File: config.mk
export PLATFORM = sky130hd
export DESIGN_NAME = button_click_classifier_unit
export DESIGN_NICKNAME = d
export VERILOG_FILES = /design/src/bcc_pkg.sv /design/src/button_click_classifier_unit.sv /design/src/bcc_csr.sv /design/src/bcc_core.sv
export VERILOG_INCLUDE_DIRS = /design/src /design/src/src
export SDC_FILE = /design/constraint.sdc
export NUM_CORES = 1
export LEC_CHECK = 0
export BUFFER_PORTS_ARGS = -buffer_cell sky130_fd_sc_hd__buf_2
export CORE_MARGIN = 3
export CORE_UTILIZATION = 55
export DETAILED_ROUTE_END_ITERATION = 16
export PLACE_DENSITY = 0.71
export SKIP_CTS_REPAIR_TIMING = 1
export SYNTH_ARGS = -nofsm -noshare
export SYNTH_HDL_FRONTEND = slang
export SYNTH_SLANG_ARGS = --single-unit
export TNS_END_PERCENT = 30
File: constraint.sdc
create_clock -name clock -period 8.5 [get_ports clock]
set_input_delay 0.425 -clock clock [delete_from_list [all_inputs] [get_ports clock]]
set_output_delay 0.425 -clock clock [all_outputs]
set_load 0.02 [all_outputs]
File: src/button_click_classifier_unit_macros.svh
// Assertion helpers shared by the button click classifier modules.
`ifndef BUTTON_CLICK_CLASSIFIER_UNIT_MACROS_SVH
`define BUTTON_CLICK_CLASSIFIER_UNIT_MACROS_SVH

// Same-cycle implication, disabled while reset is high.
`define BCC_ASSERT_IMP(label, clk, rst, ante, cons, msg) \
   label: assert property (@(posedge clk) disable iff (rst) (ante) |-> (cons)) \
      else $error(msg);

// Next-cycle implication, disabled while reset is high.
`define BCC_ASSERT_NXT(label, clk, rst, ante, cons, msg) \
   label: assert property (@(posedge clk) disable iff (rst) (ante) |=> (cons)) \
      else $error(msg);

`endif

File: src/bcc_pkg.sv
`default_nettype none

package bcc_pkg;

   // Width of the press, window and duration counters.
   localparam int COUNT_WIDTH = 16;
   // Width used to compare counters against the 16-bit thresholds.
   localparam int CMP_WIDTH = (COUNT_WIDTH > 16) ? COUNT_WIDTH : 16;
   localparam int STABLE_WIDTH = 8;
   localparam int CSR_INDEX_WIDTH = 2;
   localparam int CSR_DATA_WIDTH = 16;

   localparam logic [COUNT_WIDTH-1:0] CNT_MAX = {COUNT_WIDTH{1'b1}};
   localparam logic [STABLE_WIDTH-1:0] STABLE_MAX = {STABLE_WIDTH{1'b1}};

   // Register reset values.
   localparam logic [7:0] DEBOUNCE_RESET = 8'd25;
   localparam logic [15:0] LONG_PRESS_RESET = 16'd1000;
   localparam logic [15:0] DOUBLE_CLICK_RESET = 16'd300;

   // Register indexes.
   localparam logic [CSR_INDEX_WIDTH-1:0] CSR_DEBOUNCE = 2'd0;
   localparam logic [CSR_INDEX_WIDTH-1:0] CSR_LONG_PRESS = 2'd1;
   localparam logic [CSR_INDEX_WIDTH-1:0] CSR_DOUBLE_CLICK = 2'd2;

   typedef logic [COUNT_WIDTH-1:0] count_type;

   typedef enum logic [1:0] {
      KIND_NONE = 2'd0,
      KIND_SINGLE = 2'd1,
      KIND_DOUBLE = 2'd2,
      KIND_LONG = 2'd3
   } kind_type;

   typedef struct packed {
      logic [7:0] debounce_ticks;
      logic [15:0] long_press_ticks;
      logic [15:0] double_click_ticks;
   } cfg_type;

   typedef struct packed {
      logic event_valid;
      kind_type event_kind;
      logic [15:0] last_press_ticks;
      logic clean_level;
      logic [15:0] held_ticks;
   } result_type;

endpackage

`default_nettype wire

File: src/button_click_classifier_unit.sv
// Path: an accepted request waits in the request register until the response
// register is free or draining, and its response is then shown on rsp_valid.
// Throughput: one request per cycle unless rsp_stall holds the response; the
// whole tick update is one registered pass between the request register and the response register.
// Reset: synchronous, active high; it clears all timing state and the latched
// event and loads the register defaults of 25, 1000 and 300 ticks.
`default_nettype none

`include "button_click_classifier_unit_macros.svh"

module button_click_classifier_unit (
   input wire logic clock,
   input wire logic reset,
   input wire logic req_valid,
   output logic req_stall,
   input wire logic req_raw_level,
   input wire logic req_ack,
   output logic rsp_valid,
   input wire logic rsp_stall,
   output logic rsp_event_valid,
   output logic [1:0] rsp_event_kind,
   output logic [15:0] rsp_last_press_ticks,
   output logic rsp_clean_level,
   output logic [15:0] rsp_held_ticks,
   input wire logic csr_valid,
   output logic csr_ready,
   input wire logic [bcc_pkg::CSR_INDEX_WIDTH-1:0] csr_index,
   input wire logic [bcc_pkg::CSR_DATA_WIDTH-1:0] csr_data
);

   bcc_pkg::cfg_type cfg;
   bcc_pkg::result_type result;

   logic in_valid_ff, in_valid_in;
   logic in_raw_ff, in_raw_in;
   logic in_ack_ff, in_ack_in;
   logic out_valid_ff, out_valid_in;
   bcc_pkg::result_type rsp_ff, rsp_in;
   logic fire;
   logic req_take;

   bcc_csr u_csr (
      .clock(clock),
      .reset(reset),
      .csr_valid(csr_valid),
      .csr_ready(csr_ready),
      .csr_index(csr_index),
      .csr_data(csr_data),
      .cfg(cfg)
   );

   bcc_core u_core (
      .clock(clock),
      .reset(reset),
      .step(fire),
      .raw_level(in_raw_ff),
      .ack(in_ack_ff),
      .cfg(cfg),
      .result(result)
   );

   // A held request moves on whenever the response register is free or draining.
   assign fire = in_valid_ff && (!out_valid_ff || !rsp_stall);
   assign req_stall = in_valid_ff && !fire;
   assign req_take = req_valid && !req_stall;

   // Request register.
   always_comb begin
      in_valid_in = in_valid_ff;
      in_raw_in = in_raw_ff;
      in_ack_in = in_ack_ff;
      if (req_take) begin
         in_valid_in = 1'b1;
         in_raw_in = req_raw_level;
         in_ack_in = req_ack;
      end else if (fire) begin
         in_valid_in = 1'b0;
      end
   end

   // Response register.
   always_comb begin
      out_valid_in = out_valid_ff;
      rsp_in = rsp_ff;
      if (fire) begin
         out_valid_in = 1'b1;
         rsp_in = result;
      end else if (!rsp_stall) begin
         out_valid_in = 1'b0;
      end
   end

   always_ff @(posedge clock) begin
      if (reset) begin
         in_valid_ff <= 1'b0;
         out_valid_ff <= 1'b0;
      end else begin
         in_valid_ff <= in_valid_in;
         out_valid_ff <= out_valid_in;
      end
   end

   always_ff @(posedge clock) begin
      in_raw_ff <= in_raw_in;
      in_ack_ff <= in_ack_in;
      rsp_ff <= rsp_in;
   end

   assign rsp_valid = out_valid_ff;
   assign rsp_event_valid = rsp_ff.event_valid;
   assign rsp_event_kind = rsp_ff.event_kind;
   assign rsp_last_press_ticks = rsp_ff.last_press_ticks;
   assign rsp_clean_level = rsp_ff.clean_level;
   assign rsp_held_ticks = rsp_ff.held_ticks;

   // An accepted request is always held in the request register next cycle.
   `BCC_ASSERT_NXT(a_take_fills, clock, reset, req_take, in_valid_ff,
      "accepted request was not captured")
   // A processed tick always produces a response next cycle.
   `BCC_ASSERT_NXT(a_fire_responds, clock, reset, fire, rsp_valid,
      "processed tick produced no response")
   // A request that cannot move on is kept.
   `BCC_ASSERT_NXT(a_blocked_holds, clock, reset, in_valid_ff && !fire,
      in_valid_ff && $stable(in_raw_ff) && $stable(in_ack_ff),
      "blocked request was lost")

endmodule

`default_nettype wire

File: src/bcc_csr.sv
`default_nettype none

module bcc_csr (
   input wire logic clock,
   input wire logic reset,
   input wire logic csr_valid,
   output logic csr_ready,
   input wire logic [bcc_pkg::CSR_INDEX_WIDTH-1:0] csr_index,
   input wire logic [bcc_pkg::CSR_DATA_WIDTH-1:0] csr_data,
   output bcc_pkg::cfg_type cfg
);

   bcc_pkg::cfg_type cfg_ff;
   bcc_pkg::cfg_type cfg_in;

   // Writes are always taken.
   assign csr_ready = 1'b1;
   assign cfg = cfg_ff;

   // Decode the register index; unknown indexes leave everything unchanged.
   always_comb begin
      cfg_in = cfg_ff;
      if (csr_valid) begin
         unique case (csr_index)
            bcc_pkg::CSR_DEBOUNCE: cfg_in.debounce_ticks = csr_data[7:0];
            bcc_pkg::CSR_LONG_PRESS: cfg_in.long_press_ticks = csr_data[15:0];
            bcc_pkg::CSR_DOUBLE_CLICK: cfg_in.double_click_ticks = csr_data[15:0];
            default: cfg_in = cfg_ff;
         endcase
      end
   end

   always_ff @(posedge clock) begin
      if (reset) begin
         cfg_ff.debounce_ticks <= bcc_pkg::DEBOUNCE_RESET;
         cfg_ff.long_press_ticks <= bcc_pkg::LONG_PRESS_RESET;
         cfg_ff.double_click_ticks <= bcc_pkg::DOUBLE_CLICK_RESET;
      end else begin
         cfg_ff <= cfg_in;
      end
   end

endmodule

`default_nettype wire

File: src/bcc_core.sv
`default_nettype none

`include "button_click_classifier_unit_macros.svh"

module bcc_core (
   input wire logic clock,
   input wire logic reset,
   input wire logic step,
   input wire logic raw_level,
   input wire logic ack,
   input wire bcc_pkg::cfg_type cfg,
   output bcc_pkg::result_type result
);

   logic stable_level_ff, stable_level_in;
   logic raw_previous_ff, raw_previous_in;
   logic [bcc_pkg::STABLE_WIDTH-1:0] stable_count_ff, stable_count_in;
   bcc_pkg::count_type press_count_ff, press_count_in;
   bcc_pkg::count_type since_click_count_ff, since_click_count_in;
   logic waiting_ff, waiting_in;
   bcc_pkg::kind_type latched_kind_ff, latched_kind_in;
   logic latched_valid_ff, latched_valid_in;
   bcc_pkg::count_type last_duration_ff, last_duration_in;
   logic rose;
   logic fell;

   function automatic bcc_pkg::count_type sat_inc(input bcc_pkg::count_type v);
      return (v != bcc_pkg::CNT_MAX) ? v + 1'b1 : bcc_pkg::CNT_MAX;
   endfunction

   // Next state for one tick.
   always_comb begin
      stable_level_in = stable_level_ff;
      raw_previous_in = raw_previous_ff;
      stable_count_in = stable_count_ff;
      press_count_in = press_count_ff;
      since_click_count_in = since_click_count_ff;
      waiting_in = waiting_ff;
      latched_kind_in = latched_kind_ff;
      latched_valid_in = latched_valid_ff;
      last_duration_in = last_duration_ff;

      // Acknowledge clears the latched event first.
      if (ack) begin
         latched_valid_in = 1'b0;
         latched_kind_in = bcc_pkg::KIND_NONE;
      end

      // Debouncer: restart the stable interval on any raw change.
      if (raw_level != raw_previous_ff) begin
         raw_previous_in = raw_level;
         stable_count_in = '0;
      end else if (stable_count_ff != bcc_pkg::STABLE_MAX) begin
         stable_count_in = stable_count_ff + 1'b1;
      end
      if ((raw_previous_in != stable_level_ff) && (stable_count_in >= cfg.debounce_ticks)) begin
         stable_level_in = raw_previous_in;
      end

      rose = !stable_level_ff && stable_level_in;
      fell = stable_level_ff && !stable_level_in;

      // Press timing.
      if (rose) begin
         press_count_in = '0;
      end else if (stable_level_ff) begin
         press_count_in = sat_inc(press_count_ff);
      end

      // Double-click window timing.
      if (waiting_ff) begin
         since_click_count_in = sat_inc(since_click_count_ff);
      end

      // Classify the press on release.
      if (fell) begin
         last_duration_in = press_count_in;
         if (bcc_pkg::CMP_WIDTH'(press_count_in) >=
             bcc_pkg::CMP_WIDTH'(cfg.long_press_ticks)) begin
            latched_kind_in = bcc_pkg::KIND_LONG;
            latched_valid_in = 1'b1;
         end else if (waiting_ff && (bcc_pkg::CMP_WIDTH'(since_click_count_in) <=
                                     bcc_pkg::CMP_WIDTH'(cfg.double_click_ticks))) begin
            latched_kind_in = bcc_pkg::KIND_DOUBLE;
            latched_valid_in = 1'b1;
            waiting_in = 1'b0;
         end else begin
            latched_kind_in = bcc_pkg::KIND_SINGLE;
            latched_valid_in = 1'b1;
            waiting_in = 1'b1;
            since_click_count_in = '0;
         end
      end

      // Close the window once the gap has run past the limit.
      if (waiting_in && (bcc_pkg::CMP_WIDTH'(since_click_count_in) >
                         bcc_pkg::CMP_WIDTH'(cfg.double_click_ticks))) begin
         waiting_in = 1'b0;
      end
   end

   // The result shows the state after this tick.
   always_comb begin
      result.event_valid = latched_valid_in;
      result.event_kind = latched_valid_in ? latched_kind_in : bcc_pkg::KIND_NONE;
      result.last_press_ticks = 16'(last_duration_in);
      result.clean_level = stable_level_in;
      result.held_ticks = stable_level_in ? 16'(press_count_in) : 16'd0;
   end

   // State advances only when a tick is processed.
   always_ff @(posedge clock) begin
      if (reset) begin
         stable_level_ff <= 1'b0;
         raw_previous_ff <= 1'b0;
         stable_count_ff <= '0;
         press_count_ff <= '0;
         since_click_count_ff <= '0;
         waiting_ff <= 1'b0;
         latched_kind_ff <= bcc_pkg::KIND_NONE;
         latched_valid_ff <= 1'b0;
         last_duration_ff <= '0;
      end else if (step) begin
         stable_level_ff <= stable_level_in;
         raw_previous_ff <= raw_previous_in;
         stable_count_ff <= stable_count_in;
         press_count_ff <= press_count_in;
         since_click_count_ff <= since_click_count_in;
         waiting_ff <= waiting_in;
         latched_kind_ff <= latched_kind_in;
         latched_valid_ff <= latched_valid_in;
         last_duration_ff <= last_duration_in;
      end
   end

   // A latched event always carries a kind, and no kind is held without one.
   `BCC_ASSERT_IMP(a_kind_matches_valid, clock, reset, 1'b1,
      latched_valid_ff == (latched_kind_ff != bcc_pkg::KIND_NONE),
      "latched kind disagrees with latched valid")
   // A release always latches an event and records its press length.
   `BCC_ASSERT_NXT(a_release_latches, clock, reset, step && fell,
      latched_valid_ff && (last_duration_ff == $past(press_count_in)),
      "release did not latch an event")
   // Without a tick the timing state holds.
   `BCC_ASSERT_NXT(a_idle_holds, clock, reset, !step,
      $stable(press_count_ff) && $stable(stable_level_ff) && $stable(since_click_count_ff),
      "state changed without a tick")

endmodule

`default_nettype wire
Word level (Yosys, flattened, before mapping)
Cells that the tools add are included.
- memories: 0
- ROM bits: 0
- word-level logic and storage cells: 83
- bits in writable memories: 0
- bits in latches: 0
- register bits: 142
- equal/unequal tests: 8
- muxes and demuxes: 27
- $add $sub $neg: 3
- order comparisons: 4
- bitwise operators: 0
- shifts and indexed selects: 0
- reduce and logical (&&, ||, !) cells: 20
- div/mod/pow operators: 0
- $mul: 0
- operator list (kind ; number):
    2-to-1 mux 16 bit ; 9
    adder 16 x 1 -> 16 bit (second input constant) ; 2
    != test 16 bit (second input constant) ; 2
    greater-or-equal comparator 16 bit ; 1
    > comparator 16 bit ; 1
    less-or-equal comparator 16 bit ; 1
    2-to-1 mux 8 bit ; 2
    2-to-1 mux 1 bit ; 12
    adder 8 x 1 -> 8 bit (second input constant) ; 1
    greater-or-equal comparator 8 bit ; 1
    logical AND 1 bit ; 8
    2-to-1 mux 2 bit ; 4
    != test 8 bit (second input constant) ; 1
    logical NOT 1 bit ; 6
    AND reduction 2 bit ; 3
    == test 2 x 1 -> 1 bit (second input constant) ; 1
    == test 2 bit (second input constant) ; 1
    logical NOT 2 bit ; 1
    != test 1 bit ; 2
    != test 2 x 1 -> 1 bit (second input constant) ; 1
    nonzero test 2 bit ; 1
    logical OR 1 bit ; 1

Logic depth before layout (Yosys ltp)
Gate-level depths: netlist of the first run.
- word-level depth: 14
- depth in mapped cells: 30
- mapped depth without buffers: 26

Hierarchy
From an unflattened synthesis of the first run, not the netlist that was laid out.
- cell total of the unflattened synthesis: 917
- area total of the unflattened synthesis: 7956.4 µm²
- by module, submodules not included (module ; times used ; area each (µm²) ; cells an instance):
    bcc_core ; 1 ; 5044.8 ; 707
    bcc_csr ; 1 ; 1684.1 ; 162
    button_click_classifier_unit ; 1 ; 1227.4 ; 48

Worst setup path after synthesis of the first run
OpenSTA, ideal clock, no wires.
- path kind: register to register
- from: register u_core.stable_count_ff[0] in the netlist's numbering
- to: register u_core.waiting_ff
- arrival: 5.995 ns
- period minus slack after synthesis: 6.086 ns
- path slack: 2.414 ns
- data required time: 8.409 ns
- cell stages (with the launch flop): 28
- path buffers: 3
- cells stage by stage: dfxtp_1 -> ha_1 -> nand2_1 -> or3_1 -> clkbuf_1 -> or3b_1 -> xnor2_1 -> and2_1 -> ha_1 -> a21oi_1 -> o21a_1 -> nor3_1 -> a21o_1 -> clkbuf_1 -> clkbuf_1 -> nor2_1 -> ha_1 -> a21oi_1 -> o21ai_0 -> a221o_1 -> a211o_1 -> nor3_2 -> a21oi_1 -> ha_1 -> nand4_1 -> or4_1 -> a31o_2 -> a311oi_1
- word-level cells in the longest chain between the ends: 14
- elaborated cells on any way between the ends: 19
- classes of those cells: 1 x add/sub; 3 x order compare; 1 x eq/ne; 9 x mux; 5 x reduce/logical
- ends and longest elaborated chain (element ; line ; source):
    start, declared ; bcc_core.sv:17 ; logic [bcc_pkg::STABLE_WIDTH-1:0] stable_count_ff, stable_count_in;
    start signal, assigned ; bcc_core.sv:126 ; stable_count_ff <= stable_count_in;
    adder 8 x 1 -> 8 bit or != test 8 bit (tied branches) ; bcc_core.sv:54, bcc_core.sv:53 ;
    2-to-1 mux 8 bit * ; bcc_core.sv:53 ; end else if (stable_count_ff != bcc_pkg::STABLE_MAX) begin
    2-to-1 mux 8 bit * ; bcc_core.sv:50 ; if (raw_level != raw_previous_ff) begin
    net u_core.stable_count_in (one bit) ; bcc_core.sv:17 ;
    greater-or-equal comparator 8 bit * ; bcc_core.sv:56 ; if ((raw_previous_in != stable_level_ff) && (stable_count_in >= cfg.debounce_ticks)) begin
    logical AND 1 bit * ; bcc_core.sv:56 ;
    2-to-1 mux 1 bit * ; bcc_core.sv:56 ;
    logical AND 1 bit * ; bcc_core.sv:60 ; rose = !stable_level_ff && stable_level_in;
    2-to-1 mux 16 bit * ; bcc_core.sv:64 ; if (rose) begin
    net u_core.press_count_in[7] ; bcc_core.sv:18 ; bcc_pkg::count_type press_count_ff, press_count_in;
    greater-or-equal comparator 16 bit * ; bcc_core.sv:78 ; if (bcc_pkg::CMP_WIDTH'(press_count_in) >=
    2-to-1 mux 16 bit * ; bcc_core.sv:78 ;
    2-to-1 mux 16 bit * ; bcc_core.sv:76 ; if (fell) begin
    net u_core.since_click_count_in[11] ; bcc_core.sv:19 ; bcc_pkg::count_type since_click_count_ff, since_click_count_in;
    > comparator 16 bit * ; bcc_core.sv:96 ; if (waiting_in && (bcc_pkg::CMP_WIDTH'(since_click_count_in) >
    logical AND 1 bit * ; bcc_core.sv:96 ;
    2-to-1 mux 1 bit * ; bcc_core.sv:96 ;
    end signal, assigned ; bcc_core.sv:129 ; waiting_ff <= waiting_in;
    end, declared ; bcc_core.sv:20 ; logic waiting_ff, waiting_in;
Mark *: on every way through the listed nets, which the timed path passes. The rest lies on a longest branch.
A chain may end at the register's enable or synchronous reset.

Worst setup path in the final report of the first run
Same ends and word-level chain as after synthesis.

==> results of run 1 <==
==> through the flow <==
step / util [%] / cell area, um^2 / power, mW
5_1_grt: 64.58 / 8688 / 1.623
2_1_floorplan: - / 7714 / 0.7986
3_3_place_gp: 60.12 / 8088 / 0.8294
4_1_cts: 64.58 / 8688 / 1.575
3_5_place_dp: 60.12 / 8088 / 0.8326
6_report: 64.58 / 8688 / 1.566
==> worst max-delay path, cell delays in order, from the launching register on <==
cell,delay [ns]
dfxtp_1,0.34
ha_1,0.22
nand2_1,0.10
or3_1,0.25
or3b_1,0.44
xnor2_1,0.15
and2_1,0.16
ha_1,0.31
a21oi_1,0.09
o21a_1,0.20
nor3_1,0.20
a21o_1,0.55
nor2_1,0.14
ha_1,0.32
a21oi_1,0.15
o21ai_0,0.09
a221o_1,0.37
a211oi_2,0.22
nand3_1,0.68
and2_1,0.41
ha_1,0.29
nand4_1,0.15
or4_1,0.54
a31o_2,0.27
a311oi_1,0.20
==> logic make-up after synthesis <==
group	count (synthesis)	share of synthesized area [%]
XOR/XNOR	16	1.817
adder cells (fa/ha/maj)	61	9.895
flip-flops	142	41.78
AO/OA/AOI/OAI	226	18.54
multiplexers	12	1.590
buffers and inverters	100	5.093
AND/OR/NAND/NOR	347	21.23
other	1	0.04862
==> flip-flops by register name (all words and copies together), names as in the netlist <==
register                     cells
u_csr.cfg                       40
rsp_held_ticks                  16
rsp_last_press_ticks            16
u_core.last_duration_ff         16
u_core.press_count_ff           16
u_core.since_click_count_ff     16
u_core.stable_count_ff           8
rsp_event_kind                   2
u_core.latched_kind_ff           2
in_ack_ff                        1
in_raw_ff                        1
in_valid_ff                      1
rsp_clean_level                  1
rsp_event_valid                  1
rsp_valid                        1
u_core.latched_valid_ff          1
u_core.raw_previous_ff           1
u_core.stable_level_ff           1
u_core.waiting_ff                1
==> cell usage in the layout, fill, tap and decap left out, drive strengths merged, types with 11 or more instances in the layout <==
master,count
nand2,127
ha,61
a21oi,107
edfxtp,38
buf,67
dfxtp,104
and2,14
nand3,14
nor2,97
nand3b,11
clkbuf,19
inv,55
a32o,16
nand4,20
a211oi,17
nor3,12
o21ai,36
or3,12
==> power breakdown <==
group | switching (mW) | internal [mW] | leakage, nW | total [mW]
sequential | 0.00730 | 0.710 | 1.19 | 0.718
combinational | 0.0686 | 0.0318 | 2.07 | 0.100
clock | 0.292 | 0.457 | 0.287 | 0.748
==> worst paths after layout <==
kind                                               start                             end  slack [ns]  cells after the start
setup / recovery  u_core.stable_count_ff[0]$_SDFFE_PP0P_  u_core.waiting_ff$_SDFFE_PP0P_        1.53                     24
hold / removal                             req_raw_level             in_raw_ff$_DFFE_PP_        0.18                      1
setup reg to reg  u_core.stable_count_ff[0]$_SDFFE_PP0P_  u_core.waiting_ff$_SDFFE_PP0P_        1.53                     24
hold reg to reg               u_csr.cfg[13]$_SDFFE_PP0P_      u_csr.cfg[13]$_SDFFE_PP0P_        0.46                      2
==> per-layer routing <==
metal	vias to the layer above	share of wire (%)	wire length, um
li1	3292	-	-
met4	0	1.8	322
met5	-	0	0
met2	170	46	8465
met1	3125	47	8548
met3	31	5.5	1002
==> cell type report <==
type,instances,area (um^2)
repair buffers,67,347.8
multi-input cells,663,4098
inverters,53,198.9
flip-flops and latches,142,3223
clock inverters,13,136.4
fillers,1198,4765
well taps,176,220.2
clock buffers,19,464.2
==> run metrics, run 1 <==
Cells after Synth=905; ANT nets after route=0; chip width=around 120 um; CP Capture Type=flip-flop; Fmax=143.5 MHz; Layout area overhead=12.64%; peak supply drop=between 0.1 and 0.15 mV; Synth cell types=between 60 and 70; wire per inst=16.18 um; Vias=6618; Async SR Flop Fraction=0%; period utilisation layout=82.01%; Worst Path Max Fanout=23; M3 GR Usage=a little under 7%; Main synth FF type=dfxtp_1; final net count=between 1000 and 1500; critical path required time=8.83 ns; grt ovf=0; Vias/cell=about 5.8; Syn Nets=roughly 990; Mapped Area=~7700 um^2; area share of the largest cell type after synthesis=a little over a quarter; Placement Setup Slack=~1.6 ns; # H-tree levels=4; Tmin final=6.971 ns; vias in the first global route=6010; synth warn=0; CTS tree=built; # rows=between 40 and 50; setup violators final=0; Worst setup SP type=flip-flop; RSZ-0062 raised after global routing=no; final hold viol count=0; PwrDens=roughly 180 nW/um^2; most numerous cell in the Yosys netlist=nand2_1; worst hold path type=in -> reg; die height=124.4 um; Avg Cell Area, Syn=between 8 and 9 um^2; Skew-Pair Late Insertion Delay=0.43 ns; clock sink count=between 100 and 150; initial core utilization=about 57%; Total GRT Usage=between 20% and 30%; DRT iter0 DRCs=~550; Detailed Route WL=about 18000 um; largest net degree at the start of global routing=a little under 90; ranking of synthesized cells by area=dfxtp_1 (27%), edfxtp_1 (15%), ha_1 (9.9%); post-synth top area cell=dfxtp_1; TNS Setup=0 ns; arrival time worst endpoint=roughly 7.3 ns; final slew viol count=0; GR peak layer=met2; Placed Instances=approximately 1100; max_slew headroom=between 10% and 20%; P_leak=3.548 nW; Max Cap Viol=0; Port Buffers=62; RePlAce Congestion=between 0.8 and 0.9; register bit total from synthesis=about 140; post-detail-place hpwl=13300 um; first drt pass iteration count=5; first-pass GRT wire length=around 30000 um; CTS Root Cell=clkbuf_16; met2 Usage GRT=a little over a third; Crit Path Class=reg -> reg; clk_skew=between 0.01 and 0.015 ns; Final Hold Slack=0.1768 ns; die area=15480 um^2; M1 GR Usage=32.52%; sequential share of the synthesized area=about two fifths; slew at the pin closest to its max-slew limit=about 1.3 ns; EDFF count, synth=38; Diodes inserted=0; share of layout cells above drive strength 1=12.23%; core region area=13450 um^2; Non-Filler Instances=1133; antenna violations before repair=0; Top-Level Pins=64; CTS max path bufs=2; Num CTS Buffers=17; Worst-path clk slew=0.06 ns; outcome=finished, final reports clean; Final WS setup=~1.5 ns; Post-route DRC=0; synth cell count leaders=nand2_1 (126), a21oi_1 (105), dfxtp_1 (104), nor2_1 (96), ha_1 (61)
(Power assumes the default switching activity.)
==> run 2: changes to the inputs <==
--- a/config.mk
+++ b/config.mk
@@ -10,7 +10,7 @@
 export CORE_MARGIN = 3
 export CORE_UTILIZATION = 55
 export DETAILED_ROUTE_END_ITERATION = 16
-export PLACE_DENSITY = 0.71
+export PLACE_DENSITY = 0.74
 export SKIP_CTS_REPAIR_TIMING = 1
 export SYNTH_ARGS = -nofsm -noshare
 export SYNTH_HDL_FRONTEND = slang
==> constraint.sdc (replaced) <==
create_clock -name clock -period 5.62 [get_ports clock]
set_input_delay 0.281 -clock clock [delete_from_list [all_inputs] [get_ports clock]]
set_output_delay 0.281 -clock clock [all_outputs]
set_load 0.02 [all_outputs]
==> run metrics, run 2 (synthesis gave the netlist of run 1 again) <==
Layout area overhead=20.16%; first drt pass iteration count=7; CP bufs+invs=1; initial core utilization=a little under three fifths; Vias/cell=5.737; critical path required time=approximately 6 ns; Multi-input gate area=4322 um^2; core region area=approximately 13000 um^2; Diodes inserted=0; worst hold path type=in -> reg; register area=between 3000 and 4000 um^2; Max Cap Viol=0; largest net degree at the start of global routing=66; RSZ-0062 raised after global routing=yes; chip width=between 100 and 150 um; wire per inst=between 15 and 20 um; outcome=finished with violations; worst reg2reg path depth=24; die height=~120 um; Worst Path Max Fanout=8; Top-Level Pins=64; CP Capture Type=flip-flop; clock sink count=142; most frequent cells in the layout=nand2_1 (125), a21oi_1 (103), dfxtp_1 (102), nor2_1 (93), buf_2 (62); Most Frequent Cell on Critical Path=ha_4; P_leak=3.814 nW; peak supply drop=~0.19 mV; failing checks=negative setup slack; final net count=approximately 1100; share of layout cells above drive strength 1=approximately a fifth; CP max-delay cell=or4_4; cells along the critical path=ha_4 -> nand2_2 -> or3_4 -> or3b_4 -> xnor2_1 -> and2_4 -> ha_4 -> a21oi_2 -> o21a_1 -> nor3_4 -> a21o_4 -> buf_6 -> nor2_2 -> ha_1 -> a2111oi_4 -> a21oi_2 -> a211oi_2 -> nand3_2 -> and2_4 -> ha_4 -> nand4_1 -> or4_4 -> a31o_4 -> a311oi_2; setup violators final=1; Worst R2R End=u_core.waiting_ff$_SDFFE_PP0P_; Placed Instances=1138; crit-path leading delay family=simple AND/OR/NAND/NOR gates; Fmax=173.0 MHz; Detailed Route WL=about 19000 um; FILL cells=1119; reg-to-reg setup timing slack=-0.16 ns; slowest stage delay, CP=between 0.5 and 0.6 ns; Post-Layout Inst Area=~9300 um^2; Placed Area=8403 um^2; Port Buffers=62; end of the critical path=u_core.waiting_ff$_SDFFE_PP0P_; RePlAce Congestion=roughly 0.9; slew at the pin closest to its max-slew limit=1.193 ns; # H-tree levels=4; Vias=approximately 6800; reg-to-reg startpoint=u_core.stable_count_ff[1]$_SDFFE_PP0P_; period utilisation layout=102.8%; Skew-Pair Late Insertion Delay=roughly 0.43 ns; Final WS setup=-0.1594 ns; fin util=68.90%; clk_skew=0.007404 ns; Non-Filler Instances=~1200; arrival time worst endpoint=6.10 ns; CTS Root Cell=clkbuf_16; antenna violations before repair=0; CTS max path bufs=2; ANT nets after route=0; # rows=between 40 and 50; Worst-path clk slew=approximately 0.06 ns; Worst setup SP type=flip-flop; CTS tree=built; Total GRT Usage=a little under a quarter; Crit Path Class=reg -> reg; Post-route DRC=0; most common cell after layout, fill and taps aside=nand2_1; grt ovf=0; PwrDens=257.8 nW/um^2; Crit path depth=24; Tmin final=roughly 5.8 ns; CP startpoint=u_core.stable_count_ff[1]$_SDFFE_PP0P_; Num CTS Buffers=17; TNS Setup=-0.1594 ns; post-detail-place hpwl=13150 um; die area=15480 um^2; max_slew headroom=approximately 20%; final slew viol count=0; first-pass GRT wire length=roughly 30000 um; max FFs per register=40; final hold viol count=0; vias in the first global route=around 6100; DRT iter0 DRCs=694
[run 2: through the flow]
stage | setup WS [ns] | hold slack [ns] | total power [mW]
5_1_grt | -0.3832 | 0.02349 | 2.458
4_1_cts | -0.3130 | 0.01744 | 2.382
3_5_place_dp | -0.2500 | 0.4485 | 1.266
3_3_place_gp | -0.06098 | 0.4439 | 1.264
6_report | -0.1594 | 0.02685 | 2.390
2_1_floorplan | 0.02152 | 0.3799 | 1.208
[run 2: worst register-to-register path, cell delays in order, from the launching register on]
cell and delay [ns]:
dfxtp_2 0.35, ha_4 0.15, nand2_2 0.05, or3_4 0.44
or3b_4 0.26, xnor2_1 0.05, and2_4 0.14, ha_4 0.26
a21oi_2 0.05, o21a_1 0.22, nor3_4 0.26, a21o_4 0.17
buf_6 0.13, nor2_2 0.04, ha_1 0.37, a2111oi_4 0.40
a21oi_2 0.08, a211oi_2 0.28, nand3_2 0.25, and2_4 0.25
ha_4 0.26, nand4_1 0.17, or4_4 0.56, a31o_4 0.23
a311oi_2 0.27
[run 2: layer usage]
layer / routed length (um) / part of all wire, % / vias to the layer above / track usage, %
met5: 0 / 0 / - / 0
met4: 507 / 2.7 / 0 / 8.962
met3: 1009 / 5.3 / 37 / 4.503
met2: 8873 / 47 / 190 / 36.64
met1: 8682 / 46 / 3166 / 32.24
li1: - / - / 3388 / -
[run 2: layout make-up]
class	instances	area share [%]
clock inverter	12	1.579
clock buffer	20	4.711
tap	176	2.376
timing repair buffer	115	7.762
sequential	142	34.80
inverter	53	2.146
multi-input combinational	664	46.63
[run 2: report_power, final]
part	total (mW)	internal [mW]	switching (mW)
Clock	1.13	0.694	0.435
Sequential	1.09	1.07	0.0108
Combinational	0.175	0.0611	0.114
Total	2.39	1.83	0.560
[run 2: how the worst min path moves through the flow]
stage | start | endpoint | cells after the start
after floorplan | req_ack | in_ack_ff$_DFFE_PP_ | 0
after global placement | u_csr.cfg[31]$_SDFFE_PP0P_ | u_csr.cfg[31]$_SDFFE_PP0P_ | 2
after detailed placement | u_csr.cfg[9]$_SDFFE_PP0P_ | u_csr.cfg[9]$_SDFFE_PP0P_ | 2
after CTS | req_raw_level | in_raw_ff$_DFFE_PP_ | 1
after global routing | req_raw_level | in_raw_ff$_DFFE_PP_ | 1
final | req_raw_level | in_raw_ff$_DFFE_PP_ | 1
